## src/sv/mdsf_pkg.sv

```systemverilog
// shared types and constants for the mouse delta smoothing filter
package mdsf_pkg;

   // event codes carried in the mode field
   typedef enum logic [1:0] {
      MODE_TICK    = 2'd0,
      MODE_MOVE    = 2'd1,
      MODE_PRESS   = 2'd2,
      MODE_RELEASE = 2'd3
   } mode_type;

   // configuration register indexes
   localparam int unsigned CSR_IDX_W = 4;
   localparam logic [CSR_IDX_W-1:0] CSR_FILTER_ENABLE = 4'd0;
   localparam logic [CSR_IDX_W-1:0] CSR_DECAY_Q16     = 4'd1;
   localparam int unsigned CSR_DATA_W = 16;

   // field widths
   localparam int unsigned POS_W   = 24;
   localparam int unsigned DELTA_W = 16;
   localparam int unsigned OUT_W   = 24;
   localparam int unsigned FRAC_W  = 8;
   localparam int unsigned DECAY_W = 16;
   localparam int unsigned WGT_W   = 17;
   localparam int unsigned PROD_W  = 34;

   // divider sizing: quotient never exceeds 2^23
   localparam int unsigned QUOT_W    = 24;
   localparam int unsigned DIV_CNT_W = 5;

   // constants
   localparam logic [WGT_W-1:0]   WEIGHT_ONE  = 17'h10000;
   localparam logic [DECAY_W-1:0] DECAY_RESET = 16'h8000;
   localparam logic signed [DELTA_W-1:0] DELTA_MAX = 16'sh7FFF;
   localparam logic signed [DELTA_W-1:0] DELTA_MIN = -16'sh8000;
   localparam logic [OUT_W-1:0]   OUT_MAX     = 24'h7FFFFF;

   // history bank control
   typedef struct packed {
      logic push;
      logic rotate;
   } hist_ctl_type;

   // multiply-accumulate control
   typedef struct packed {
      logic clear;
      logic step;
   } mac_ctl_type;

endpackage

```

## src/sv/mdsf_div.sv

```systemverilog
// restoring divider, one quotient bit per cycle, shared by both axes
module mdsf_div #(
   parameter int unsigned DVD_W = 45,
   parameter int unsigned DIV_W = 20
) (
   input  logic                              clock,
   input  logic                              reset,
   input  logic                              start,
   input  logic [DVD_W-1:0]                  dividend,
   input  logic [DIV_W-1:0]                  divisor,
   output logic                              done,
   output logic [mdsf_pkg::QUOT_W-1:0]       quotient
);

   localparam int unsigned QW = mdsf_pkg::QUOT_W;
   localparam int unsigned CW = mdsf_pkg::DIV_CNT_W;

   logic [DIV_W-1:0]                  rem_ff;
   logic [DIV_W-1:0]                  divisor_ff;
   logic [QW-1:0]                     shreg_ff;
   logic [mdsf_pkg::DIV_CNT_W-1:0]    cnt_ff;
   logic                              busy_ff;
   logic                              done_ff;
   logic [DIV_W:0]                    rem2;
   logic [DIV_W:0]                    diff;
   logic                              ge;

   // trial subtract of the divisor from the shifted remainder
   assign rem2 = {rem_ff, shreg_ff[QW-1]};
   assign diff = rem2 - {1'b0, divisor_ff};
   assign ge   = (rem2 >= {1'b0, divisor_ff});

   // datapath: upper dividend bits start as remainder, since the quotient fits QW bits
   always_ff @(posedge clock) begin
      if (start) begin
         rem_ff     <= dividend[QW +: DIV_W];
         shreg_ff   <= dividend[QW-1:0];
         divisor_ff <= divisor;
      end else if (busy_ff) begin
         rem_ff   <= ge ? diff[DIV_W-1:0] : rem2[DIV_W-1:0];
         shreg_ff <= {shreg_ff[QW-2:0], ge};
      end
   end

   // step counter
   always_ff @(posedge clock) begin
      if (reset) begin
         busy_ff <= 1'b0;
         done_ff <= 1'b0;
         cnt_ff  <= '0;
      end else begin
         done_ff <= 1'b0;
         if (start) begin
            busy_ff <= 1'b1;
            cnt_ff  <= '0;
         end else if (busy_ff) begin
            cnt_ff <= cnt_ff + CW'(1);
            if (cnt_ff == CW'(QW - 1)) begin
               busy_ff <= 1'b0;
               done_ff <= 1'b1;
            end
         end
      end
   end

   assign done     = done_ff;
   assign quotient = shreg_ff;

endmodule

```

## config.mk

```make
export PLATFORM = sky130hd
export DESIGN_NAME = mdsf_div
export DESIGN_NICKNAME = d
export VERILOG_FILES = /design/src/sv/mdsf_pkg.sv /design/src/sv/mdsf_div.sv
export SDC_FILE = /design/constraint.sdc
export NUM_CORES = 1
export LEC_CHECK = 0
export BUFFER_PORTS_ARGS = -buffer_cell sky130_fd_sc_hd__buf_4
export CAP_MARGIN = 20
export CORE_ASPECT_RATIO = 0.5
export CORE_MARGIN = 2
export CORE_UTILIZATION = 35
export CTS_BUF_LIST = sky130_fd_sc_hd__clkbuf_2 sky130_fd_sc_hd__clkbuf_4 sky130_fd_sc_hd__clkbuf_8
export CTS_CLUSTER_SIZE = 20
export DETAILED_ROUTE_END_ITERATION = 8
export PLACE_DENSITY = 0.57
export SLEW_MARGIN = 30
export SYNTH_ARGS = -nofsm -noshare
export SYNTH_HDL_FRONTEND = slang
export SYNTH_SLANG_ARGS = --single-unit
```

## constraint.sdc

```tcl
create_clock -name clock -period 2.4 [get_ports clock]
set_input_delay 0.12 -clock clock [delete_from_list [all_inputs] [get_ports clock]]
set_output_delay 0.12 -clock clock [all_outputs]
set_load 0.005 [all_outputs]
```

==> metrics.md <==
| Metric | Value |
|---|---|
| Synth Net Count | approximately 470 |
| Worst Setup SP | rem_ff[13] |
| Yosys warns | 0 |
| Area delta synth->final | 55.6% |
| Nets@finish | 654 |
| Ys flop type | edfxtp_1 |
| Die Wd | 159 µm |
| Hold crit path type | primary input to flop |
| Drt wl/cell | 16.2 µm |
| Status | complete, but fails checks |
| Total core area | approximately 0.012 mm² |
| Post-synthesis cell count | 378 |
| FF/Latch Area | around 0.0021 mm² |
| 1st-pass router iterations | 7 |
| Synthesized area per cell | 11.1 µm² |
| Slew Limit Fails | 0 |
| RR Startpoint | rem_ff[13] |
| Pwr/cell area | between 800 and 900 mW/mm² |
| Crit path to | rem_ff[16] |
| Post-synthesis cell area | 0.00420 mm² |
| CTS buffer count | 9 |
| Io pins | 93 |
| CTS tree | yes |
| CP arrival | 2640 ps |
| Metal3 WL | 585 µm |
| R2R Setup Slk | -120 ps |
| Worst path cell trace | ha_4 > a21o_1 > a31o_1 > a41o_1 > or3_4 > buf_8 > o21ai_4 > buf_6 > o21ai_2 |
| Final worst slack | -121 ps |
| Vias in the first global route | 3662 |
| Gpl congestion | between 0.8 and 0.9 |
| Crit path depth | 9 |
| Crit Path Class | flop to flop |
| Clk sink count | between 70 and 80 |
| Setup_tns | -1290 ps |
| Antenna cells | 0 |
| Max Fclk | 0.397 GHz |
| Post-route ant nets | 0 |
| Fill count | approximately 1.0k |
| Commonest non-fill, non-tap cells in the layout | 161 x buf_4, 64 x edfxtp_1, 23 x mux2_2 |
| Leakage | 2.66 nW |
| Root Driver | clkbuf_8 |
| Slowest cell on crit path | edfxtp_1 |
| Final WL | between 10 and 15 mm |
| Async set-reset flop share out of synthesis | 0 |
| R2R cell count | 9 |
| Clock-pin slew on the worst setup and hold paths | roughly 90 ps |
| Peak VDD IR | 0.000297 V |
| Post-synth EDFFs | 64 |
| Max incr delay on CP | ~450 ps |
| Post-Route Skew | ~12 ps |
| Via-per-instance ratio | 5.06 |
| Worst Tran Pin Value | 532 ps |
| First-pass GRT wire length | 18.2 mm |
| Top delay family on crit path | compound AO/OA/AOI/OAI gates |
| RSZ-0062 raised after global routing | yes |
| WP buf/inv | 2 |
| Critical Path End Type | flop |
| DIE AREA | 0.0129 mm² |
| Die height | 81.4 µm |
| Largest net degree at the start of global routing | 31 |
| Max clock buf depth | 2 |
| Final Critical Period | 2520 ps |
| FF-to-FF End | rem_ff[16] |
| H-tree levels | 3 |
| Commonest non-fill, non-tap cell in the layout | buf_4 |
| Distinct cells, synth | 55 |
| Proportion of layout cells with a drive suffix above 1 | 0.496 |
| Synthesized flop and latch total | 71 |
| Final Hold Fails | 0 |
| Max FO, Critical Path | 5 |
| Seq/Total Area, Yosys | 0.491 |
| Vias post-DR | 3713 |
| Period utilization | 1.05 |
| Met2 wire length | 5.46 mm |
| Metal-1 WL | 5.65 mm |
| Core Rows | 28 |
| # setup viols final | 14 |
| Antenna violations before repair | 0 |
| Residual DRC | 0 |
| Number of port buffers | 91 |
| Iter 0 DRT Violations | 192 |
| Initial Util | 0.358 |
| Highest metal used | met4 |
| CP startpoint kind | flop |
| Worst EP required | approximately 2500 ps |
| Gr ovfl total | 0 |
| Clock Latency Late Sink | 370 ps |
| Maxcap violations | 0 |
| Worst slew margin | 0.645 |
| Failing checks | negative setup slack |
| Gr usage total | 0.179 |
| Multi-input gate area | 0.00236 mm² |
| HPWL after DPL | about 8.2 mm |
| Pre-CTS WS | -185 ps |
-- sequential cells by signal (all words and copies together), names as in the netlist --
signal	cells
cnt_ff	5
divisor_ff	20
quotient	24
done	1
rem_ff	20
busy_ff	1
-- layer usage --
metal	up-vias	track usage
met4	0	0.0600
met5	-	0
met3	15	0.0455
met2	88	0.288
met1	1797	0.241
li1	1813	-
-- cell families (layout without fill, tap and decap cells) --
group           count (synthesis)  count (layout)  synth area share
compound gates                104             104             0.177
simple gates                   97              97             0.119
flops                          71              71             0.491
buf+inv                        42             233            0.0438
mux                            24              24            0.0641
fa+ha+maj                      22              22            0.0674
xor+xnor                       18              18            0.0376
-- area by class of cell --
| type | instances | area share |
|---|---|---|
| clock buffer | 9 | 0.0190 |
| clock inverter | 7 | 0.0157 |
| inverter | 23 | 0.0132 |
| multi-input combinational | 265 | 0.362 |
| sequential | 71 | 0.316 |
| tap | 165 | 0.0316 |
| timing repair buffer | 194 | 0.243 |
-- through the flow --
step	util	cell area [µm²]	hold WS, ps	std cells	power, mW
finish	0.556	6530	35.7	734	5.43
global route	0.556	6530	24.1	734	5.73
CTS	0.532	6250	26.9	729	5.11
detailed placement	0.475	5580	289	681	3.77
global placement	0.475	5580	288	681	3.74
floorplan	-	4250	192	378	2.91
-- power breakdown --
part	total (mW)	internal, mW	switching, mW
clock network	1.14	0.598	0.537
registers	1.70	1.58	0.123
logic	2.60	1.33	1.27
total	5.43	3.50	1.93
-- cells in the mapped netlist (3+ instances only) --
| cell | number | area, µm² |
|---|---|---|
| inv_1 | 23 | 86.3 |
| xnor2_1 | 6 | 52.6 |
| a21o_1 | 8 | 60.1 |
| nand4_1 | 6 | 37.5 |
| a211oi_1 | 5 | 37.5 |
| nand3_1 | 11 | 55.1 |
| and2_1 | 12 | 75.1 |
| nor2_1 | 21 | 78.8 |
| and3_1 | 6 | 37.5 |
| ha_1 | 21 | 263 |
| edfxtp_1 | 64 | 1920 |
| xor2_1 | 12 | 105 |
| o21ai_0 | 21 | 105 |
| o21a_1 | 4 | 30.0 |
| a21oi_1 | 16 | 80.1 |
| a31oi_1 | 8 | 50.1 |
| o31ai_1 | 7 | 52.6 |
| buf_2 | 6 | 30.0 |
| mux2_2 | 23 | 259 |
| a41oi_1 | 11 | 96.3 |
| dfxtp_1 | 7 | 140 |
| a221oi_1 | 3 | 26.3 |
| clkbuf_1 | 10 | 37.5 |
| or2_2 | 4 | 25.0 |
| nor3_1 | 10 | 50.1 |
| nand2_1 | 16 | 60.1 |
-- how the worst min path moves through the flow --
stage                            from  cells past startpoint          end  slack [ps]
after detailed placement        reset                      2      busy_ff         290
final                     dividend[4]                      2  quotient[4]          40
after CTS                 dividend[4]                      2  quotient[4]          30
after global routing      dividend[4]                      2  quotient[4]          20
after floorplan                 reset                      1      busy_ff         190
after global placement          reset                      2      busy_ff         290
-- repair_timing --
item                                    4_1_cts  5_1_grt
resized for setup                            27       55
endpoints found under the hold margin        21        0
cloned                                        0        1
setup buffers                                11        4
pin swaps                                    23       30
endpoints found under the setup margin       21       21
hold buffers                                 21        0
No activity file was read; power rests on OpenSTA's default activity.
