`src/sv/mdsf_pkg.sv`:
```
// shared types and constants for the mouse delta smoothing filter
package mdsf_pkg;

   // event codes carried in the mode field
   typedef enum logic [1:0] {
      MODE_TICK    = 2'd0,
      MODE_MOVE    = 2'd1,
      MODE_PRESS   = 2'd2,
      MODE_RELEASE = 2'd3
   } mode_type;

   // configuration register indexes
   localparam int unsigned CSR_IDX_W = 4;
   localparam logic [CSR_IDX_W-1:0] CSR_FILTER_ENABLE = 4'd0;
   localparam logic [CSR_IDX_W-1:0] CSR_DECAY_Q16     = 4'd1;
   localparam int unsigned CSR_DATA_W = 16;

   // field widths
   localparam int unsigned POS_W   = 24;
   localparam int unsigned DELTA_W = 16;
   localparam int unsigned OUT_W   = 24;
   localparam int unsigned FRAC_W  = 8;
   localparam int unsigned DECAY_W = 16;
   localparam int unsigned WGT_W   = 17;
   localparam int unsigned PROD_W  = 34;

   // divider sizing: quotient never exceeds 2^23
   localparam int unsigned QUOT_W    = 24;
   localparam int unsigned DIV_CNT_W = 5;

   // constants
   localparam logic [WGT_W-1:0]   WEIGHT_ONE  = 17'h10000;
   localparam logic [DECAY_W-1:0] DECAY_RESET = 16'h8000;
   localparam logic signed [DELTA_W-1:0] DELTA_MAX = 16'sh7FFF;
   localparam logic signed [DELTA_W-1:0] DELTA_MIN = -16'sh8000;
   localparam logic [OUT_W-1:0]   OUT_MAX     = 24'h7FFFFF;

   // history bank control
   typedef struct packed {
      logic push;
      logic rotate;
   } hist_ctl_type;

   // multiply-accumulate control
   typedef struct packed {
      logic clear;
      logic step;
   } mac_ctl_type;

endpackage

```
`src/sv/mdsf_mac.sv`:
```
// weight generator and multiply-accumulate unit, one history tap per cycle
module mdsf_mac #(
   parameter int unsigned HISTORY_DEPTH = 8
) (
   input  logic                                clock,
   input  logic                                reset,
   input  mdsf_pkg::mac_ctl_type               ctl,
   input  logic [mdsf_pkg::DECAY_W-1:0]        decay,
   input  logic signed [mdsf_pkg::DELTA_W-1:0] tap_x,
   input  logic signed [mdsf_pkg::DELTA_W-1:0] tap_y,
   output logic signed [mdsf_pkg::PROD_W+$clog2(HISTORY_DEPTH)-1:0] acc_x,
   output logic signed [mdsf_pkg::PROD_W+$clog2(HISTORY_DEPTH)-1:0] acc_y,
   output logic [mdsf_pkg::WGT_W+$clog2(HISTORY_DEPTH)-1:0]        wsum
);

   localparam int unsigned LOG_D = $clog2(HISTORY_DEPTH);
   localparam int unsigned PROD_W = mdsf_pkg::PROD_W;
   localparam int unsigned ACC_W = mdsf_pkg::PROD_W + LOG_D;
   localparam int unsigned WS_W  = mdsf_pkg::WGT_W + LOG_D;
   localparam int unsigned WPROD_W = mdsf_pkg::WGT_W + mdsf_pkg::DECAY_W;

   logic [mdsf_pkg::WGT_W-1:0]               w_ff;
   logic [mdsf_pkg::WGT_W-1:0]               wtap_ff;
   logic signed [mdsf_pkg::PROD_W-1:0]       prod_x_ff;
   logic signed [mdsf_pkg::PROD_W-1:0]       prod_y_ff;
   logic                                     prod_valid_ff;
   logic signed [ACC_W-1:0]                  acc_x_ff;
   logic signed [ACC_W-1:0]                  acc_y_ff;
   logic [WS_W-1:0]                          wsum_ff;
   logic [WPROD_W-1:0]                       wprod;

   // next weight is floor(w * decay / 65536)
   assign wprod = WPROD_W'(w_ff) * WPROD_W'(decay);

   // product stage
   always_ff @(posedge clock) begin
      if (ctl.clear) begin
         w_ff <= mdsf_pkg::WEIGHT_ONE;
      end else if (ctl.step) begin
         w_ff      <= wprod[WPROD_W-1:mdsf_pkg::DECAY_W];
         wtap_ff   <= w_ff;
         prod_x_ff <= PROD_W'($signed({1'b0, w_ff})) * PROD_W'(tap_x);
         prod_y_ff <= PROD_W'($signed({1'b0, w_ff})) * PROD_W'(tap_y);
      end
   end

   always_ff @(posedge clock) begin
      if (reset || ctl.clear) begin
         prod_valid_ff <= 1'b0;
      end else begin
         prod_valid_ff <= ctl.step;
      end
   end

   // accumulate stage
   always_ff @(posedge clock) begin
      if (ctl.clear) begin
         acc_x_ff <= '0;
         acc_y_ff <= '0;
         wsum_ff  <= '0;
      end else if (prod_valid_ff) begin
         acc_x_ff <= acc_x_ff + ACC_W'(prod_x_ff);
         acc_y_ff <= acc_y_ff + ACC_W'(prod_y_ff);
         wsum_ff  <= wsum_ff + WS_W'(wtap_ff);
      end
   end

   assign acc_x = acc_x_ff;
   assign acc_y = acc_y_ff;
   assign wsum  = wsum_ff;

endmodule

```
`config.mk`:
```
export PLATFORM = sky130hd
export DESIGN_NAME = mdsf_mac
export DESIGN_NICKNAME = d
export VERILOG_FILES = /design/src/sv/mdsf_pkg.sv /design/src/sv/mdsf_mac.sv
export SDC_FILE = /design/constraint.sdc
export NUM_CORES = 2
export LEC_CHECK = 0
export ABC_AREA = 1
export BUFFER_PORTS_ARGS = -buffer_cell sky130_fd_sc_hd__buf_2
export CAP_MARGIN = 20
export CELL_PAD_IN_SITES_DETAIL_PLACEMENT = 0
export CELL_PAD_IN_SITES_GLOBAL_PLACEMENT = 2
export CORE_UTILIZATION = 38
export CTS_CLUSTER_DIAMETER = 30
export DETAILED_ROUTE_END_ITERATION = 6
export GPL_TIMING_DRIVEN = 0
export PLACE_DENSITY = 0.87
export SLEW_MARGIN = 20
export SYNTH_ARGS = -nofsm -noshare
export SYNTH_HDL_FRONTEND = slang
export SYNTH_SLANG_ARGS = --single-unit
```
`constraint.sdc`:
```
create_clock -name clock -period 6.5 [get_ports clock]
set_input_delay 0.65 -clock clock [delete_from_list [all_inputs] [get_ports clock]]
set_output_delay 0.65 -clock clock [all_outputs]
set_load 0.01 [all_outputs]
```
==> reports/results.ini <==
[clock_tree]
clock_path_buffers=2
numClockSinks=197
postCtsHoldBufs=0
cts_tree=built
numCtsBuffers=17
clock_latency_ns=0.52
cts_root_buf=clkbuf_16
postCtsSetupBuffers=0
ctsHtreeMaxLevel=4
path_clk_slew_ns=0.10

[synth]
ys.flop_type=dfxtp_1
synth_nets=6748
synth.top_cell.area_share_pct=30.5
yosys.area.top_type=fa_1
synth_warnings=0
synthTopCellsByArea=fa_1 31%, inv_1 13%, ha_1 13%, nand2_1 13%, edfxtp_1 6.2%
synth_cells=5631
syn_area_sq_mm=0.0410
postSynthAreaPerCell_sq_um=7.29
synth_edf_count=85
async_flop_share_pct=0
seq_area_frac_synth_pct=11.7
ys_types=41
ys_seq_elements=197

[floorplanning]
start_util_pct=38.3
die_x_microns=331
die_h_microns=331
coreArea_sq_mm=0.107
die_area_sq_mm=0.109
pin_count=146
row_count=120

[placement]
dp_slack_ns=-0.901
place_congestion=0.935
dp_hpwl_microns=122000
io_buffers=98

[hold_path]
hold_path_end=prod_valid_ff$_SDFF_PP0_
holdPathStages=2
hp-class=in2reg
hp-start=reset

[layout]
fin_nets=6869
syn2layout_area_growth_pct=8.10
nFillCells=11400
layout-drive-gt1-share_pct=5.01
layout_common_cells=1470 x inv_1, 1399 x nand2_1, 626 x fa_1, 439 x ha_1, 426 x nor2_1
layout_commonest_cell=inv_1
final_util_pct=41.4

[timing]
slew_viol_final=0
max_clock_freq_mhz=157
finalSetupTns_ns=0
hold_viol_final=0
max-slew-margin-rel_pct=28.0
worst_pin_slew_ns=1.08
finalCritPeriodShare_pct=98.2
setup_viol=0
holdWs_ns=0.323
rsz0062_at_grt=true
period_needed_ns=6.38
setup_ws_ns=0.120
fin_skew_ns=0.0261

[worst_setup_path]
r2r-end=w_ff[11]$_SDFFE_PP0P_
crit_type=in2reg
cp_slowest_cell=clkbuf_1
crit_family=adder cells
slowest_delay_ns=0.56
critPathRequiredTime_ns=6.91
arrival_ns=6.79
r2r_slack_ns=0.16
critPathMaxFanout=10
r2r_start=w_ff[1]$_SDFFE_PP0P_
cp_num_buf_inv=5
crit_top_cell=fa_1
end_kind=flop
r2r_cells=21
path_cells=clkbuf_1 -> clkbuf_1 -> nand2_1 -> fa_1 -> fa_1 -> inv_1 -> fa_1 -> fa_1 -> fa_1 -> inv_1 -> fa_1 -> inv_1 -> ha_1 -> a21oi_1 -> o21ai_0 -> a21oi_1 -> o21a_1 -> nand3_1 -> nand2_1 -> nor2_1 -> nor2_1
start_kind=input port

[global_route]
grt_pass1_wl_microns=220000
grtUsageMet2_pct=43.2
grt_antenna_before_repair=10
grt_usage_pct=27.3
top_usage_layer=met2
grt_max_degree=32
met3_usage_pct=4.61
overflow=0
grt_pass1_vias=35500
grt.met1_usage_pct=37.7

[detailed_routing]
drtIter0Drc=2346
num_vias=35400
wl_per_cell_microns=20.4
drc=0
drtPass1Iterations=5
wl_microns=146000
viasPerCell=4.94
ant_nets=0

[outcome]
status=completed

[flow_run]
maxCapViolCount=0

metal layers:
| layer | routed length (microns) | share of wire [%] |
|---|---|---|
| met3 | 10400 | 7.1 |
| met1 | 65800 | 45 |
| met4 | 5280 | 3.6 |
| met5 | 124 | 0.085 |
| met2 | 64800 | 44 |
cell families (layout without fill, tap and decap cells):
family | Yosys count | after routing | share of synthesized area, %
XOR/XNOR | 98 | 98 | 2.09
other | 0 | 2 | 0
AND/OR/NAND/NOR | 2046 | 2046 | 19.6
flip-flops | 197 | 197 | 11.7
buffers and inverters | 1686 | 1820 | 15.5
AO/OA/AOI/OAI | 539 | 539 | 7.25
adder cells (fa/ha/maj) | 1065 | 1065 | 43.9
state kept, by name, summed over array words and instances, names as in the netlist:
| name | flops |
|---|---|
| w_ff | 17 |
| wsum | 20 |
| prod_valid_ff | 1 |
| prod_x_ff | 34 |
| prod_y_ff | 34 |
| acc_y | 37 |
| wtap_ff | 17 |
| acc_x | 37 |
repair_timing:
item,in CTS,in global routing
endpoints found under the hold margin,0,0
setup endpoints to repair,60,41
gates resized for setup,97,146
layout make-up:
type | instances | area, sq um | share of cell area [%]
diodes | 2 | 5.00 | 0.0113
plain buffers | 214 | 1110 | 2.49
clock buffers | 17 | 425 | 0.959
clock inverters | 15 | 204 | 0.460
inverters | 1471 | 5520 | 12.5
multi-input cells | 3748 | 29900 | 67.5
flip-flops and latches | 197 | 4810 | 10.9
well taps | 1403 | 1760 | 3.96
repair buffers | 103 | 588 | 1.33
through the flow:
stage	std cells	instance area [sq um]
2_1_floorplan	5631	41000
3_3_place_gp	7132	43300
3_5_place_dp	7137	43400
4_1_cts	7168	44200
5_1_grt	7169	44300
6_report	7170	44300
worst max-delay path by stage:
stage                          startpoint  slack, ns                       to  depth (start not counted)
detailed placement  w_ff[10]$_SDFFE_PP0P_      -0.90     w_ff[0]$_SDFFE_PP0P_                         22
global route         w_ff[8]$_SDFFE_PP0P_      -0.02    w_ff[14]$_SDFFE_PP0P_                         23
global placement     w_ff[7]$_SDFFE_PP0P_      -1.08     w_ff[0]$_SDFFE_PP0P_                         24
CTS                 w_ff[10]$_SDFFE_PP0P_      0.004     w_ff[4]$_SDFFE_PP0P_                         21
floorplan                        tap_x[7]       0.63  prod_x_ff[31]$_DFFE_PP_                         24
finish                          decay[15]       0.12    w_ff[11]$_SDFFE_PP0P_                         21
cells in the mapped netlist (20+ instances only):
library cell  count
inv_1          1470
nand2_1        1399
fa_1            626
ha_1            439
nor2_1          429
a21oi_1         257
clkbuf_1        176
o21ai_0         163
nand3_1         141
dfxtp_1         112
edfxtp_1         85
xor2_1           63
xnor2_1          35
buf_1            33
nor3_1           30
nand4_1          23
o21bai_1         21
o21ai_1          20
Power is left out: the tool's default activity adds up to more than one toggle a clock period on the data nets, which glitch-free logic cannot reach.
