--- config.mk ---
export PLATFORM = sky130hd
export DESIGN_NAME = mdsf_history
export DESIGN_NICKNAME = d
export VERILOG_FILES = /design/src/sv/mdsf_pkg.sv /design/src/sv/mdsf_history.sv
export SDC_FILE = /design/constraint.sdc
export NUM_CORES = 1
export LEC_CHECK = 0
export BUFFER_PORTS_ARGS = -buffer_cell sky130_fd_sc_hd__buf_4
export CAP_MARGIN = 30
export CORE_UTILIZATION = 65
export CTS_BUF_LIST = sky130_fd_sc_hd__clkbuf_4 sky130_fd_sc_hd__clkbuf_8 sky130_fd_sc_hd__clkbuf_16
export DETAILED_ROUTE_END_ITERATION = 16
export PLACE_DENSITY = 0.85
export SYNTH_ARGS = -nofsm -noshare
export SYNTH_HDL_FRONTEND = slang
export SYNTH_SLANG_ARGS = --single-unit
export TNS_END_PERCENT = 30
--- constraint.sdc ---
create_clock -name clock -period 14.1 [get_ports clock]
set_input_delay 2.82 -clock clock [delete_from_list [all_inputs] [get_ports clock]]
set_output_delay 2.82 -clock clock [all_outputs]
set_load 0.005 [all_outputs]
--- src/sv/mdsf_pkg.sv ---
// shared types and constants for the mouse delta smoothing filter
package mdsf_pkg;

   // event codes carried in the mode field
   typedef enum logic [1:0] {
      MODE_TICK    = 2'd0,
      MODE_MOVE    = 2'd1,
      MODE_PRESS   = 2'd2,
      MODE_RELEASE = 2'd3
   } mode_type;

   // configuration register indexes
   localparam int unsigned CSR_IDX_W = 4;
   localparam logic [CSR_IDX_W-1:0] CSR_FILTER_ENABLE = 4'd0;
   localparam logic [CSR_IDX_W-1:0] CSR_DECAY_Q16     = 4'd1;
   localparam int unsigned CSR_DATA_W = 16;

   // field widths
   localparam int unsigned POS_W   = 24;
   localparam int unsigned DELTA_W = 16;
   localparam int unsigned OUT_W   = 24;
   localparam int unsigned FRAC_W  = 8;
   localparam int unsigned DECAY_W = 16;
   localparam int unsigned WGT_W   = 17;
   localparam int unsigned PROD_W  = 34;

   // divider sizing: quotient never exceeds 2^23
   localparam int unsigned QUOT_W    = 24;
   localparam int unsigned DIV_CNT_W = 5;

   // constants
   localparam logic [WGT_W-1:0]   WEIGHT_ONE  = 17'h10000;
   localparam logic [DECAY_W-1:0] DECAY_RESET = 16'h8000;
   localparam logic signed [DELTA_W-1:0] DELTA_MAX = 16'sh7FFF;
   localparam logic signed [DELTA_W-1:0] DELTA_MIN = -16'sh8000;
   localparam logic [OUT_W-1:0]   OUT_MAX     = 24'h7FFFFF;

   // history bank control
   typedef struct packed {
      logic push;
      logic rotate;
   } hist_ctl_type;

   // multiply-accumulate control
   typedef struct packed {
      logic clear;
      logic step;
   } mac_ctl_type;

endpackage

--- src/sv/mdsf_history.sv ---
// delta history shift register, rotated once per tap during a filter pass
module mdsf_history #(
   parameter int unsigned HISTORY_DEPTH = 8
) (
   input  logic                                clock,
   input  logic                                reset,
   input  mdsf_pkg::hist_ctl_type              ctl,
   input  logic signed [mdsf_pkg::DELTA_W-1:0] push_x,
   input  logic signed [mdsf_pkg::DELTA_W-1:0] push_y,
   output logic signed [mdsf_pkg::DELTA_W-1:0] tap_x,
   output logic signed [mdsf_pkg::DELTA_W-1:0] tap_y
);

   localparam int unsigned ENTRY_W = 2 * mdsf_pkg::DELTA_W;

   logic [ENTRY_W-1:0] hist_ff [HISTORY_DEPTH];

   // entry 0 holds the newest delta and is the tap read by the filter pass
   assign tap_x = $signed(hist_ff[0][ENTRY_W-1:mdsf_pkg::DELTA_W]);
   assign tap_y = $signed(hist_ff[0][mdsf_pkg::DELTA_W-1:0]);

   // push shifts toward older entries, rotate brings the next older entry to the tap
   for (genvar i = 0; i < HISTORY_DEPTH; i++) begin : g_entry
      logic [ENTRY_W-1:0] push_in;
      logic [ENTRY_W-1:0] rot_in;

      if (i == 0) begin : g_head
         assign push_in = {push_x, push_y};
      end else begin : g_body
         assign push_in = hist_ff[i-1];
      end

      if (i == HISTORY_DEPTH - 1) begin : g_wrap
         assign rot_in = hist_ff[0];
      end else begin : g_next
         assign rot_in = hist_ff[i+1];
      end

      always_ff @(posedge clock) begin
         if (reset) begin
            hist_ff[i] <= '0;
         end else if (ctl.push) begin
            hist_ff[i] <= push_in;
         end else if (ctl.rotate) begin
            hist_ff[i] <= rot_in;
         end
      end
   end

endmodule

==> results list, run 1 <==
- Vias: 6472
- Hold path start: hist_ff[1][28]$_SDFFCE_PN0P_
- Global routing used 24.42% of the available tracks across all layers.
* Synth top area share: 70.69%
- Vias in the first global route: 6154
* Die Width: 131.4 um
- Fill cell instance count of the final layout: 918
- Of the total power, the share spent switching nets is 21.83%.
- Antenna Violating Nets Remaining: 0
- Relative area change from synthesis to final layout: 11.62%
- VDD sags by at most 0.1116 mV.
* WP data arrival: 5250 ps
- Total die area: 17250 um^2
* Initial Utilization: 67.48%
- Dominant delay contributor by cell family on the critical path: buffers and inverters
- In the final routed layout, each cell accounts on average for 24.84 um.
- Utilization after layout: 75.33%
- After synthesis, flip-flops and latches occupy 70.69% of the total area.
* Number of max-cap violations: 0
- In this run the worst path has a maximum fanout of 104.
- Number of antenna diodes: 0
* Total area of multi-input combinational cells: 2608 um^2
- The flow ran to the end, and the final reports show no timing, DRC or antenna violations.
- Combinational logic burns 5.8% of the power.
* Crit start category: input pin
* Synth top area cells: sky130_fd_sc_hd__edfxtp_1 (71%), sky130_fd_sc_hd__a32o_1 (24%), sky130_fd_sc_hd__buf_6 (2.9%)
- More flip-flops sit in one register than any other, and that register is hist_ff.
- Hold-fix buffer count after cts: 0
- The clock passes through at most 3 buffers.
- Headroom to the max-slew limit came out at 34.23%.
- Setup violations remaining at the end of the flow were counted as 0.
* Maximum frequency from static timing analysis: 205.3 MHz
* Post-Syn Nets: 639
- After synthesis the netlist holds a flip-flop and latch count of 256.
- Number of rows in the core area: 46
* Clock Pin Slew Worst Setup and Hold Paths: 70 ps
- Buffers added to address setup during post-CTS repair amount to 0.
* Worst Max-Slew Pin Slew: 986.5 ps
- Leading registers by flop count: hist_ff x256
- The final layout contains 661 nets.
* Wire length of the first global-routing pass: 33.87 mm
- Cell variety after synth: 10
- The setup path with the least slack is of type in2reg.
- Setup repair after global routing left no endpoint under its margin.
- Max reg flops: 256
- Top Ports: 68
- The core region is 16120 um^2.
- Sum of negative setup slack: 0 ps
* Root Buffer Master: sky130_fd_sc_hd__clkbuf_16
- Path class of the lowest-slack min-delay path: reg2reg
* Syn avg cell area: 18.04 um^2
* Layout cells sized above 1: 19.75%
- In this run the critical register-to-register path is launched from hist_ff[0][24]$_DFFE_PP_.
- Counting both buffers and inverters, the worst setup path holds a total of 5.
- Hold timing on the final database bottoms out at a slack of 558.1 ps.
* Cell type with the highest occurrence count on the critical path: sky130_fd_sc_hd__buf_4
- For the finished layout, the period the worst path requires is 4871 ps.
- The first TritonRoute pass finished after 6 iterations.
- Tracing the worst setup path back leads to its startpoint at ctl[1].
- CTS tree: built
- After detailed routing, the number of vias per cell comes to 7.534.
* Power Internal: 0.001363 W
- The floorplan step set the die height to 131.4 um.
- Weighted congestion at the end of routability-driven global placement: 0.7311
- Yosys printed 0 warnings.
- Category of the worst setup path capture point: flip-flop
- Half-perimeter wire length after placement: 11.01 mm
* Required time of the critical path: 14480 ps
* Gr ovfl total: 0
- Areal power density over the cells: 143.6 nW/um^2
* Count of instances resized after the clock tree is built: 0
- In the finished design, the share of the clock period the worst path needs comes to 34.55%.
* Endpoints failing hold: 0
* Leak Pwr: 4.343 nW
* Slowest library cell on the worst path: sky130_fd_sc_hd__buf_4
- TritonCTS Sinks: 256
- For this block, the routed nets add up to 21.34 mm of wire.
- Largest net degree at the start of global routing: 146
- Post-Syn Instances: 603
- The signal on the critical path passes through buf_4, nor2b_4, buf_4, buf_16, buf_4, buf_16, a32o_1.
- Pins Over Slew Limit: 0
* Cell area after synthesis: 10880 um^2
- Number of buffers added by the clock tree synthesis step: 26
- The first routing iteration left 882 violations.
- The largest single stage delay on the critical path is 540 ps.
* Max H-tree Level: 1
- In this run, the clock network consumes 40.9% of the power.
- Initial antenna violation count: 0
- IO buf count: 67
- For the worst-skew pair, the clock arrives at the later sink with an insertion delay of 540 ps.
- Across the whole layout, storage elements account for 7687 um^2.
* Flop pwr share: 53.3%
- After routing the design area is 12140 um^2.
- Cell area after placement: 11140 um^2
- The clock arrives with 12.15 ps of skew.
- Largest area contributor in the synthesized netlist: sky130_fd_sc_hd__edfxtp_1
- Psw: 0.0003804 W
- After detailed routing, the number of remaining DRC violations is 0.
[cells in the mapped netlist]
cell type / n
sky130_fd_sc_hd__edfxtp_1: 256
sky130_fd_sc_hd__a32o_1: 256
sky130_fd_sc_hd__inv_1: 1
sky130_fd_sc_hd__buf_1: 3
sky130_fd_sc_hd__buf_4: 6
sky130_fd_sc_hd__buf_6: 28
sky130_fd_sc_hd__clkbuf_1: 16
sky130_fd_sc_hd__or3_1: 2
sky130_fd_sc_hd__buf_2: 33
sky130_fd_sc_hd__nor2b_1: 2
[area by class of cell]
type	count	area share [%]
inverter	1	0.07215
timing repair buffer	80	5.607
clock buffer	29	5.690
tap	216	2.226
multi-input combinational	260	21.48
clock inverter	17	1.598
sequential	256	63.33
[layer usage]
layer  share of wire (%)  track usage (%)  up-vias  wire, um
met5                   0                0        -         0
li1                    -                -     2817         -
met4                 2.1            7.752        0       456
met3                 6.8            4.167       34      1447
met2                  50            39.51      313     10770
met1                  41            34.22     3308      8669
[cell usage in the layout (no fill, tap or decap)]
cell                           n
sky130_fd_sc_hd__clkbuf_4      2
sky130_fd_sc_hd__or3_4         1
sky130_fd_sc_hd__nor2b_4       2
sky130_fd_sc_hd__a32o_1      256
sky130_fd_sc_hd__buf_16        4
sky130_fd_sc_hd__or3_1         1
sky130_fd_sc_hd__clkinv_1      3
sky130_fd_sc_hd__clkinv_2      6
sky130_fd_sc_hd__inv_6         2
sky130_fd_sc_hd__edfxtp_1    256
sky130_fd_sc_hd__clkinv_4      1
sky130_fd_sc_hd__clkbuf_16    27
sky130_fd_sc_hd__buf_4        76
sky130_fd_sc_hd__bufinv_16     4
sky130_fd_sc_hd__clkinvlp_4    2
[power by group through the flow]
stage	Combinational (W)	Sequential, W	Clock, W
finish	0.000101	0.000929	0.000713
floorplan	0.0000726	0.000934	0
global placement	0.0000901	0.000938	0
detailed placement	0.0000965	0.000943	0
global route	0.000109	0.000934	0.000749
CTS	0.0000974	0.000928	0.000718
[per-stage QoR]
step | setup slack [ps] | total power (W) | instances
after floorplan | 5888 | 0.001007 | 603
after detailed placement | 8187 | 0.001039 | 809
after CTS | 8743 | 0.001744 | 855
after global routing | 9038 | 0.001792 | 859
after global placement | 8413 | 0.001028 | 809
final | 9229 | 0.001743 | 859
[kinds of logic (layout without fill, tap and decap cells)]
kind of cell | after synthesis | count (layout) | share of synthesized area, %
compound gates | 256 | 256 | 23.56
buf+inv | 87 | 127 | 5.522
flops | 256 | 256 | 70.69
simple gates | 4 | 4 | 0.2301
[final timing paths]
check	endpoint	cells past startpoint	slack, ps
min reg2reg	hist_ff[1][60]$_DFFE_PP_	1	560
max reg2reg	hist_ff[1][120]$_DFFE_PP_	1	13100
min	hist_ff[1][60]$_DFFE_PP_	1	560
max	hist_ff[1][14]$_SDFFCE_PN0P_	7	9230
Note: power is estimated with default switching activity, not from simulation.
==> run 2: changes to the inputs <==
Settings changed: ABC_AREA set to 1, CORE_UTILIZATION 65 to 55, PLACE_DENSITY 0.85 to 0.76.
Clock period 14.1 ns to 4 ns, I/O delays scaled along.
==> run 2 against run 1 <==
  * Routed wire length fell by 1.5%
  * Critical path depth fell by 3
  * Sequential power rose to 3.5 times the previous value
  * Setup slack got worse by 7500 ps
  * Via count grew 20%
  * Flip-flop and latch count stayed put
  * Largest power group unchanged
  * First-iteration DRC count decreased by 0.45%
  * Design area rose by 5.2%
  * Power grew to 3.4 times the previous value
  * Critical endpoint is now hist_ff[0][115]$_DFFE_PP_
  * Register-to-register slack lost 10000 ps
  * Critical path type unchanged
  * Non-clock buffer count grew 1
==> results list, run 2 <==
- Top library cells by usage in the layout, fill and taps aside: sky130_fd_sc_hd__nand2_1 (513), sky130_fd_sc_hd__nand3_1 (256), sky130_fd_sc_hd__edfxtp_1 (256) (was sky130_fd_sc_hd__a32o_1 (256), sky130_fd_sc_hd__edfxtp_1 (256), sky130_fd_sc_hd__buf_4 (76)).
- Synth top area share: 66.74% (was 70.69%)
- Gr ovfl total: 0 (unchanged)
- Crit start category: input pin (unchanged)
- Finish-stage setup viols: 0 (unchanged)
* Share of the clock period used by the worst path: 56.00%
* Slowest library cell on the worst path: sky130_fd_sc_hd__nand2_8 (was sky130_fd_sc_hd__buf_4)
* Vias in the first global route: 7026 (was 6154)
- The count of input and output buffers was 67 (unchanged).
* Post-synthesis adder-cell area fraction: 0% (unchanged)
* Clock buffer depth: 3 (unchanged)
- The number of hold-repair buffers added at the cts stage was 0 (unchanged).
- The HPWL after detailed placement came to 11.38 mm (was 11.01 mm).
- Leaving out fill and tap cells, the most frequent cell in the layout is sky130_fd_sc_hd__nand2_1.
- WP data arrival: 2440 ps (was 5250 ps)
* Commonest cells in the netlist: sky130_fd_sc_hd__nand2_1 (514), sky130_fd_sc_hd__edfxtp_1 (256), sky130_fd_sc_hd__nand3_1 (256) (was sky130_fd_sc_hd__a32o_1 (256), sky130_fd_sc_hd__edfxtp_1 (256), sky130_fd_sc_hd__buf_2 (33))
- The flip-flop count of the largest register, all copies and words added came to 256 (unchanged).
- The synthesized instance count is 1115 (was 603).
* Syn avg cell area: 10.33 um^2 (was 18.04 um^2)
- Crit Path Class: in2reg (unchanged)
- Leak Pwr: 5.894 nW (was 4.343 nW)
- Cell total after placement: 1381 (was 809)
* Simple logic cell fraction of the synthesized area: 28.07% (was 0.2301%)
- Wire length per cell: 14.72 um (was 24.84 um)
- Number of buffers added by the clock tree synthesis step: 26 (unchanged)
- The insertion delay to the later sink of the worst-skew pair is 520 ps (was 540 ps).
- The clock tree from TritonCTS is built (unchanged).
* Run status: complete, no violations (unchanged)
- The number of nets in the layout came to 1175 (was 661).
- The total track usage is 19.60% (was 24.42%).
- Utilization after layout: 62.69% (was 75.33%)
* Largest area contributor in the synthesized netlist: sky130_fd_sc_hd__edfxtp_1 (unchanged)
- The headroom to the max-slew limit came to 39.56% (was 34.23%).
- The die area is 21530 um^2 (was 17250 um^2).
- TritonCTS Sinks: 256 (unchanged)
- Synth top area cells: sky130_fd_sc_hd__edfxtp_1 (67%), sky130_fd_sc_hd__nand2_1 (17%), sky130_fd_sc_hd__nand3_1 (11%) (was sky130_fd_sc_hd__edfxtp_1 (71%), sky130_fd_sc_hd__a32o_1 (24%), sky130_fd_sc_hd__buf_6 (2.9%))
- The count of different cell masters after synthesis was 9 (was 10).
* Worst Max-Slew Pin Slew: 906.6 ps (was 986.5 ps)
* Number of max-cap violations: 0 (unchanged)
- The final cell count without fillers came to 1428 (was 859).
- The data required time at the worst endpoint came to 4200 ps (was 14480 ps).
* Dominant register cell in the synthesized netlist: sky130_fd_sc_hd__edfxtp_1 (unchanged)
- The timing startpoint of the critical path is ctl[0] (was ctl[1]).
- The count of state elements after synthesis was 256 (unchanged).
- Root Buffer Master: sky130_fd_sc_hd__clkbuf_16 (unchanged)
* Setup Skew: 6.336 ps (was 12.15 ps)
* Maximum frequency from static timing analysis: 446.4 MHz
- The I/O pin count was 68 (unchanged).
* Layout cells sized above 1: 10.45% (was 19.75%)
- Ordered cell list for the critical path: buf_6, inv_1, nand2_8, buf_4 (was buf_4, nor2b_4, buf_4, buf_16, buf_4, buf_16, a32o_1)
- The number of max-slew violations in the final report came to 0 (unchanged).
- Final Critical Period: 2240 ps
- The dominant combinational cell family by area after synthesis is simple AND/OR/NAND/NOR gates (was compound AO/OA/AOI/OAI gates).
- Number of buffers added for setup after CTS: 0 (unchanged)
* Vias: 7768 (was 6472)
- Asr flop ratio synth: 0% (unchanged)
* Sum of negative setup slack: 0 ps (unchanged)
- Crit path buf inv count: 3 (was 5)
- The number of enable-type register cells in the synthesized netlist is 256 (unchanged).
- Mux share of post-synthesis cell area: 0% (unchanged)
- The number of nets produced by synthesis was 1151 (was 639).
* Endpoints failing hold: 0 (unchanged)
* Worst-case vdd ir drop: 0.2537 mV (was 0.1116 mV)
- Post-DR vias/cell: 5.440 (was 7.534)
- The initial antenna violation count came to 0 (unchanged).
- Areal power density over the cells: 460.9 nW/um^2 (was 143.6 nW/um^2)
- Hold path start: hist_ff[1][7]$_SDFFCE_PN0P_ (was hist_ff[1][28]$_SDFFCE_PN0P_)
* Number of DRC markers in iteration 0: 878 (was 882)
* Die span in y: 146.7 um (was 131.4 um)
- Max H-tree Level: 1 (unchanged)
- The clock-pin slew on the worst setup and hold paths was 60 ps (was 70 ps).
- Setup repair after global routing missed its margin: no (unchanged).
- The worst setup slack before clock tree synthesis came to 1252 ps (was 8187 ps).
- Antenna Violating Nets Remaining: 0 (unchanged)
- Die Width: 146.7 um (was 131.4 um)
* Parity-gate share of the synthesized area counting xor and xnor cells: 0% (unchanged)
* Synth Warn #: 0 (unchanged)
- DR pass1 iterations: 8 (was 6)
- Weighted congestion at the end of routability-driven global placement: 0.7103 (was 0.7311)
- The area growth from synthesis to layout came to 10.84% (was 11.62%).
* Top-count cell post-synth: sky130_fd_sc_hd__nand2_1
* Compound-Gate Fraction of Synth Area: 0% (was 23.56%)
* Number of rows in the core area: 52 (was 46)
- Fill cell instance count of the final layout: 1614 (was 918)
- Leading registers by flop count: hist_ff x256 (unchanged)
- Number of DRC violations after detailed routing: 0 (unchanged)
* Dominant delay contributor by cell family on the critical path: buffers and inverters (unchanged)
- Count of instances resized after the clock tree is built: 0 (unchanged)
- The largest register by flop count is hist_ff (unchanged).
- Standard cell core area: 20360 um^2 (was 16120 um^2)
- Total wirelength of the detailed-routed design: 21.02 mm (was 21.34 mm)
* Path class of the lowest-slack min-delay path: reg2reg (unchanged)
- The proportion of synthesized chip area in sequential cells was 66.74% (was 70.69%).
- Launch point of the worst reg-to-reg path: hist_ff[0][20]$_DFFE_PP_ (was hist_ff[0][24]$_DFFE_PP_)
- The starting density of the core was 56.56% (was 67.48%).
- The mapped cell area was 11520 um^2 (was 10880 um^2).
- The global-route wire length before repair was 34.74 mm (was 33.87 mm).
- Number of antenna diodes: 0 (unchanged)
- Largest net degree at the start of global routing: 221 (was 146)
* Worst-case setup margin in the final layout: 1760 ps (was 9229 ps)
- Category of the worst setup path capture point: flip-flop (unchanged)
* Worst-path fanout max: 100 (was 104)
* Longest individual stage delay on the worst path: 600 ps (was 540 ps)
run 2: cell count changes after synthesis, moves of 3 or more:
cell                       previous run  this run
sky130_fd_sc_hd__a32o_1             256         0
sky130_fd_sc_hd__nand3_1              0       256
sky130_fd_sc_hd__buf_1                3         0
sky130_fd_sc_hd__nand2_1              0       514
sky130_fd_sc_hd__clkbuf_1            16         8
sky130_fd_sc_hd__buf_2               33        46
run 2: logic make-up after synthesis:
group | count (synthesis)
and+or+nand+nor | 772
buffers and inverters | 87
DFF | 256
run 2: final cells by class:
type                    count  area [um^2]  share of cell area [%]
inverters                   2        7.507                 0.05880
multi-input cells         772         3249                   25.45
flip-flops and latches    256         7687                   60.21
well taps                 270        337.8                   2.646
clock inverters            16        92.59                  0.7252
repair buffers             81        686.9                   5.380
clock buffers              31        705.7                   5.527
run 2: worst paths after layout:
check	end	slack [ps]	cells after the start
min reg2reg	hist_ff[1][39]$_DFFE_PP_	540	2
max reg2reg	hist_ff[1][116]$_DFFE_PP_	3100	2
min	hist_ff[1][39]$_DFFE_PP_	540	2
max	hist_ff[0][115]$_DFFE_PP_	1760	4
run 2: layer usage:
layer | share of wire (%) | global-route usage, %
met1 | 48 | 30.54
met4 | 1.6 | 5.104
met2 | 45 | 29.08
met5 | 0 | 0
met3 | 5.3 | 2.640
run 2: power by group:
group,switching [W],total [W],internal (W),leakage (nW)
combinational,0.000224,0.000341,0.000117,2.53
sequential,0.000104,0.00326,0.00315,2.96
clock,0.000975,0.00229,0.00131,0.400
run 2: worst min-delay path, delay by kind of cell, from the launching register on:
family / cells / cell delay (ps)
AND/OR/NAND/NOR: 2 / 100
flip-flops: 1 / 340
run 2: through the flow:
| step | hold slack, ps | power, W | area [um^2] |
|---|---|---|---|
| 6_report | 544.1 | 0.005884 | 12770 |
| 5_1_grt | 537.6 | 0.006090 | 12770 |
| 3_3_place_gp | 519.0 | 0.003641 | 11970 |
| 2_1_floorplan | 517.7 | 0.003528 | 11530 |
| 4_1_cts | 526.9 | 0.005938 | 12770 |
| 3_5_place_dp | 531.1 | 0.003650 | 11970 |
==> run 3: changes to the inputs <==
Settings changed: ABC_AREA 1 to 0.
Clock period 4 ns to 1.8 ns, I/O delays scaled along.
==> run 3 against run 2 <==
  * Clock power grew 110%
  * Die area decreased by 5.5%
  * Via count down 18%
  * Power up 120%
  * Routed wire length fell by 3.7%
  * First-iteration DRC count is 28% lower
  * Flip-flop and latch count unchanged
  * Critical path depth shrank 3
  * Design area fell by 4.2%
  * Final cell count fell by 36%
  * Clock-buffer cell count up 2
  * Core utilization rose by 0.37 points
==> results list, run 3 (same netlist as run 1, synthesis figures left out) <==
- WP data arrival: 1160 ps (was 2440 ps)
- Worst-path fanout max: 3 (was 100)
* Total wirelength of the detailed-routed design: 20.25 mm (was 21.02 mm)
- The total track usage came to 20.10% (was 19.60%).
* Count of instances resized after the clock tree is built: 0 (unchanged)
* Category of the worst setup path capture point: output pin (was flip-flop)
* Worst-case setup margin in the final layout: 281.1 ps (was 1760 ps)
* Hold-fix buffer count after cts: 0 (unchanged)
* Wire length of the first global-routing pass: 32.70 mm (was 34.74 mm)
- IO buf count: 67 (unchanged)
- The horizontal die dimension came to 142.6 um (was 146.7 um).
- The critical path start-end classification is reg2out (was in2reg).
- The placer's final routability congestion estimate came to 0.7078 (was 0.7103).
- Run status: complete, no violations (unchanged)
- Final net count: 667 (was 1175)
- Longest individual stage delay on the worst path: 460 ps (was 600 ps)
- Switching part of the total power: 21.79% (was 22.15%)
- The max-capacitance violation count came to 0 (unchanged).
* Crit start category: flip-flop (was input pin)
- Number of DRC violations after detailed routing: 0 (unchanged)
* Initial antenna violation count: 0 (unchanged)
- Counting I/O delays and the setup requirement, the final critical path takes 1519 ps.
- Ordered cell list for the critical path: buf_4 (was buf_6, inv_1, nand2_8, buf_4).
* Leading registers by flop count: hist_ff x256 (unchanged)
* Max H-tree Level: 1 (unchanged)
* Relative area change from synthesis to final layout: 12.49% (was 10.84%)
- DR pass1 iterations: 6 (was 8)
- Psw: 0.002833 W (was 0.001303 W)
* Number of buffers added for setup after CTS: 0 (unchanged)
- Number of antenna diodes: 0 (unchanged)
* Leak Pwr: 4.348 nW (was 5.894 nW)
* Die span in y: 142.6 um (was 146.7 um)
- TritonCTS Sinks: 256 (unchanged)
- Gr ovfl total: 0 (unchanged)
- The I/O pin count was 68 (unchanged).
- Met2 Wirelength: 10.34 mm (was 9.529 mm)
- The share of final-layout standard cells stronger than drive strength 1 is 19.84% (was 10.45%).
* Total die area: 20340 um^2 (was 21530 um^2)
- The cell row count is 51 (was 52).
- CTS tree: built (unchanged)
* Cell total after placement: 868 (was 1381)
* Pre-CTS WS: -50.08 ps (was 1252 ps)
- Setup repair after global routing missed its margin: no (unchanged).
- The transition time at the pin with the least slew margin was 740.5 ps (was 906.6 ps).
- Half-perimeter wire length after placement: 11.03 mm (was 11.38 mm)
- The starting density of the core was 56.06% (was 56.56%).
- Wire length per cell: 22.26 um (was 14.72 um)
- Setup Skew: 17.09 ps (was 6.336 ps)
- Largest net degree at the start of global routing: 105 (was 221)
- The slowest cell on the critical path was sky130_fd_sc_hd__edfxtp_1 (was sky130_fd_sc_hd__nand2_8).
- The clock-pin slew on the worst setup and hold paths was 60 ps (about the same).
* Final cell count without fillers: 910 (was 1428)
- Flop pwr share: 55.8% (was 55.3%)
- Post-DR vias/cell: 7.008 (was 5.440)
- Power Internal: 0.01017 W (was 0.004581 W)
* Clock buffer depth: 3 (unchanged)
- Top register by number of flip-flops: hist_ff (unchanged)
- The clock group share of total power was 37.8% (was 38.9%).
- Vias in the first global route: 6181 (was 7026)
- The placed instance area was 11470 um^2 (was 11970 um^2).
* Utilization after layout: 63.07% (was 62.69%)
* Pins Over Slew Limit: 0 (unchanged)
- Maximum frequency from static timing analysis: 658.4 MHz
* Number of buffers added by the clock tree synthesis step: 26 (unchanged)
- Antenna Violating Nets Remaining: 0 (unchanged)
* Worst-case vdd ir drop: 0.8484 mV (was 0.2537 mV)
- The power per cell area was 1063 nW/um^2 (was 460.9 nW/um^2).
* Overall power: 0.01300 W (was 0.005884 W)
* Max reg flops: 256 (unchanged)
- The initial DRC count came to 632 (was 878).
- Path class of the lowest-slack min-delay path: in2reg (was reg2reg)
- Root Buffer Master: sky130_fd_sc_hd__clkbuf_16 (unchanged)
* Met1 routed wirelength after detailed routing: 8.181 mm (was 10.05 mm)
- The kind of cell with the highest combined delay on the critical path is flip-flops (was buffers and inverters).
* Required time of the critical path: 1440 ps (was 4200 ps)
- Standard cell core area: 19400 um^2 (was 20360 um^2)
* Share of the clock period used by the worst path: 84.38%
- Latest clock arrival within the worst-skew pair: 520 ps (about the same)
* DR top layer: met4 (unchanged)
- The fraction of power consumed by combinational cells came to 6.3% (was 5.8%).
* Detail Route met3 WL: 1.279 mm (was 1.115 mm)
- Vias: 6377 (was 7768)
- The buffering stage count on the worst path with inverters included was 1 (was 3).
- Finish-stage setup viols: 0 (unchanged)
- Endpoints failing hold: 0 (unchanged)
- Design Area, Final: 12230 um^2 (was 12770 um^2)
- Slew Limit Headroom: 50.53% (was 39.56%)
- Top library cells by usage in the layout, fill and taps aside: sky130_fd_sc_hd__a32o_1 (256), sky130_fd_sc_hd__edfxtp_1 (256), sky130_fd_sc_hd__buf_4 (71) (was sky130_fd_sc_hd__nand2_1 (513), sky130_fd_sc_hd__nand3_1 (256), sky130_fd_sc_hd__edfxtp_1 (256)).
run 3: cell type report:
cell class,count,area (um^2)
Timing Repair Buffer,86,833.3
Tap cell,265,331.6
Multi-Input combinational cell,260,2609
Clock inverter,9,43.79
Inverter,1,8.758
Clock buffer,33,720.7
Sequential cell,256,7687
Fill cell,1391,7164
run 3: power by group through the flow:
stage / logic [W] / clock network (W) / registers (W)
6_report: 0.000824 / 0.00492 / 0.00726
4_1_cts: 0.000829 / 0.00502 / 0.00726
3_3_place_gp: 0.000782 / 0 / 0.00734
2_1_floorplan: 0.000570 / 0 / 0.00729
3_5_place_dp: 0.000826 / 0 / 0.00737
5_1_grt: 0.000896 / 0.00523 / 0.00730
run 3: stage by stage:
stage                     hold WS [ps]  setup TNS [ps]
after floorplan                  537.8         -129270
after global placement           546.7               0
after detailed placement         556.3           -1607
after CTS                        105.8               0
after global routing             120.4               0
final                            124.2               0
run 3: final timing paths:
check / from / end / slack, ps / cells after the start
worst max-delay path: hist_ff[0][23]$_DFFE_PP_ / tap_x[7] / 280 / 1
worst min-delay path: push_x[4] / hist_ff[0][20]$_DFFE_PP_ / 120 / 2
worst max register to register: hist_ff[0][24]$_DFFE_PP_ / hist_ff[1][120]$_DFFE_PP_ / 820 / 1
worst min register to register: hist_ff[1][120]$_DFFE_PP_ / hist_ff[1][88]$_DFFE_PP_ / 560 / 1
run 3: metal layers:
| layer | GRT usage [%] | up-vias |
|---|---|---|
| li1 | - | 2831 |
| met1 | 27.58 | 3255 |
| met2 | 33.26 | 257 |
| met3 | 3.555 | 34 |
| met4 | 5.433 | 0 |
| met5 | 0 | - |
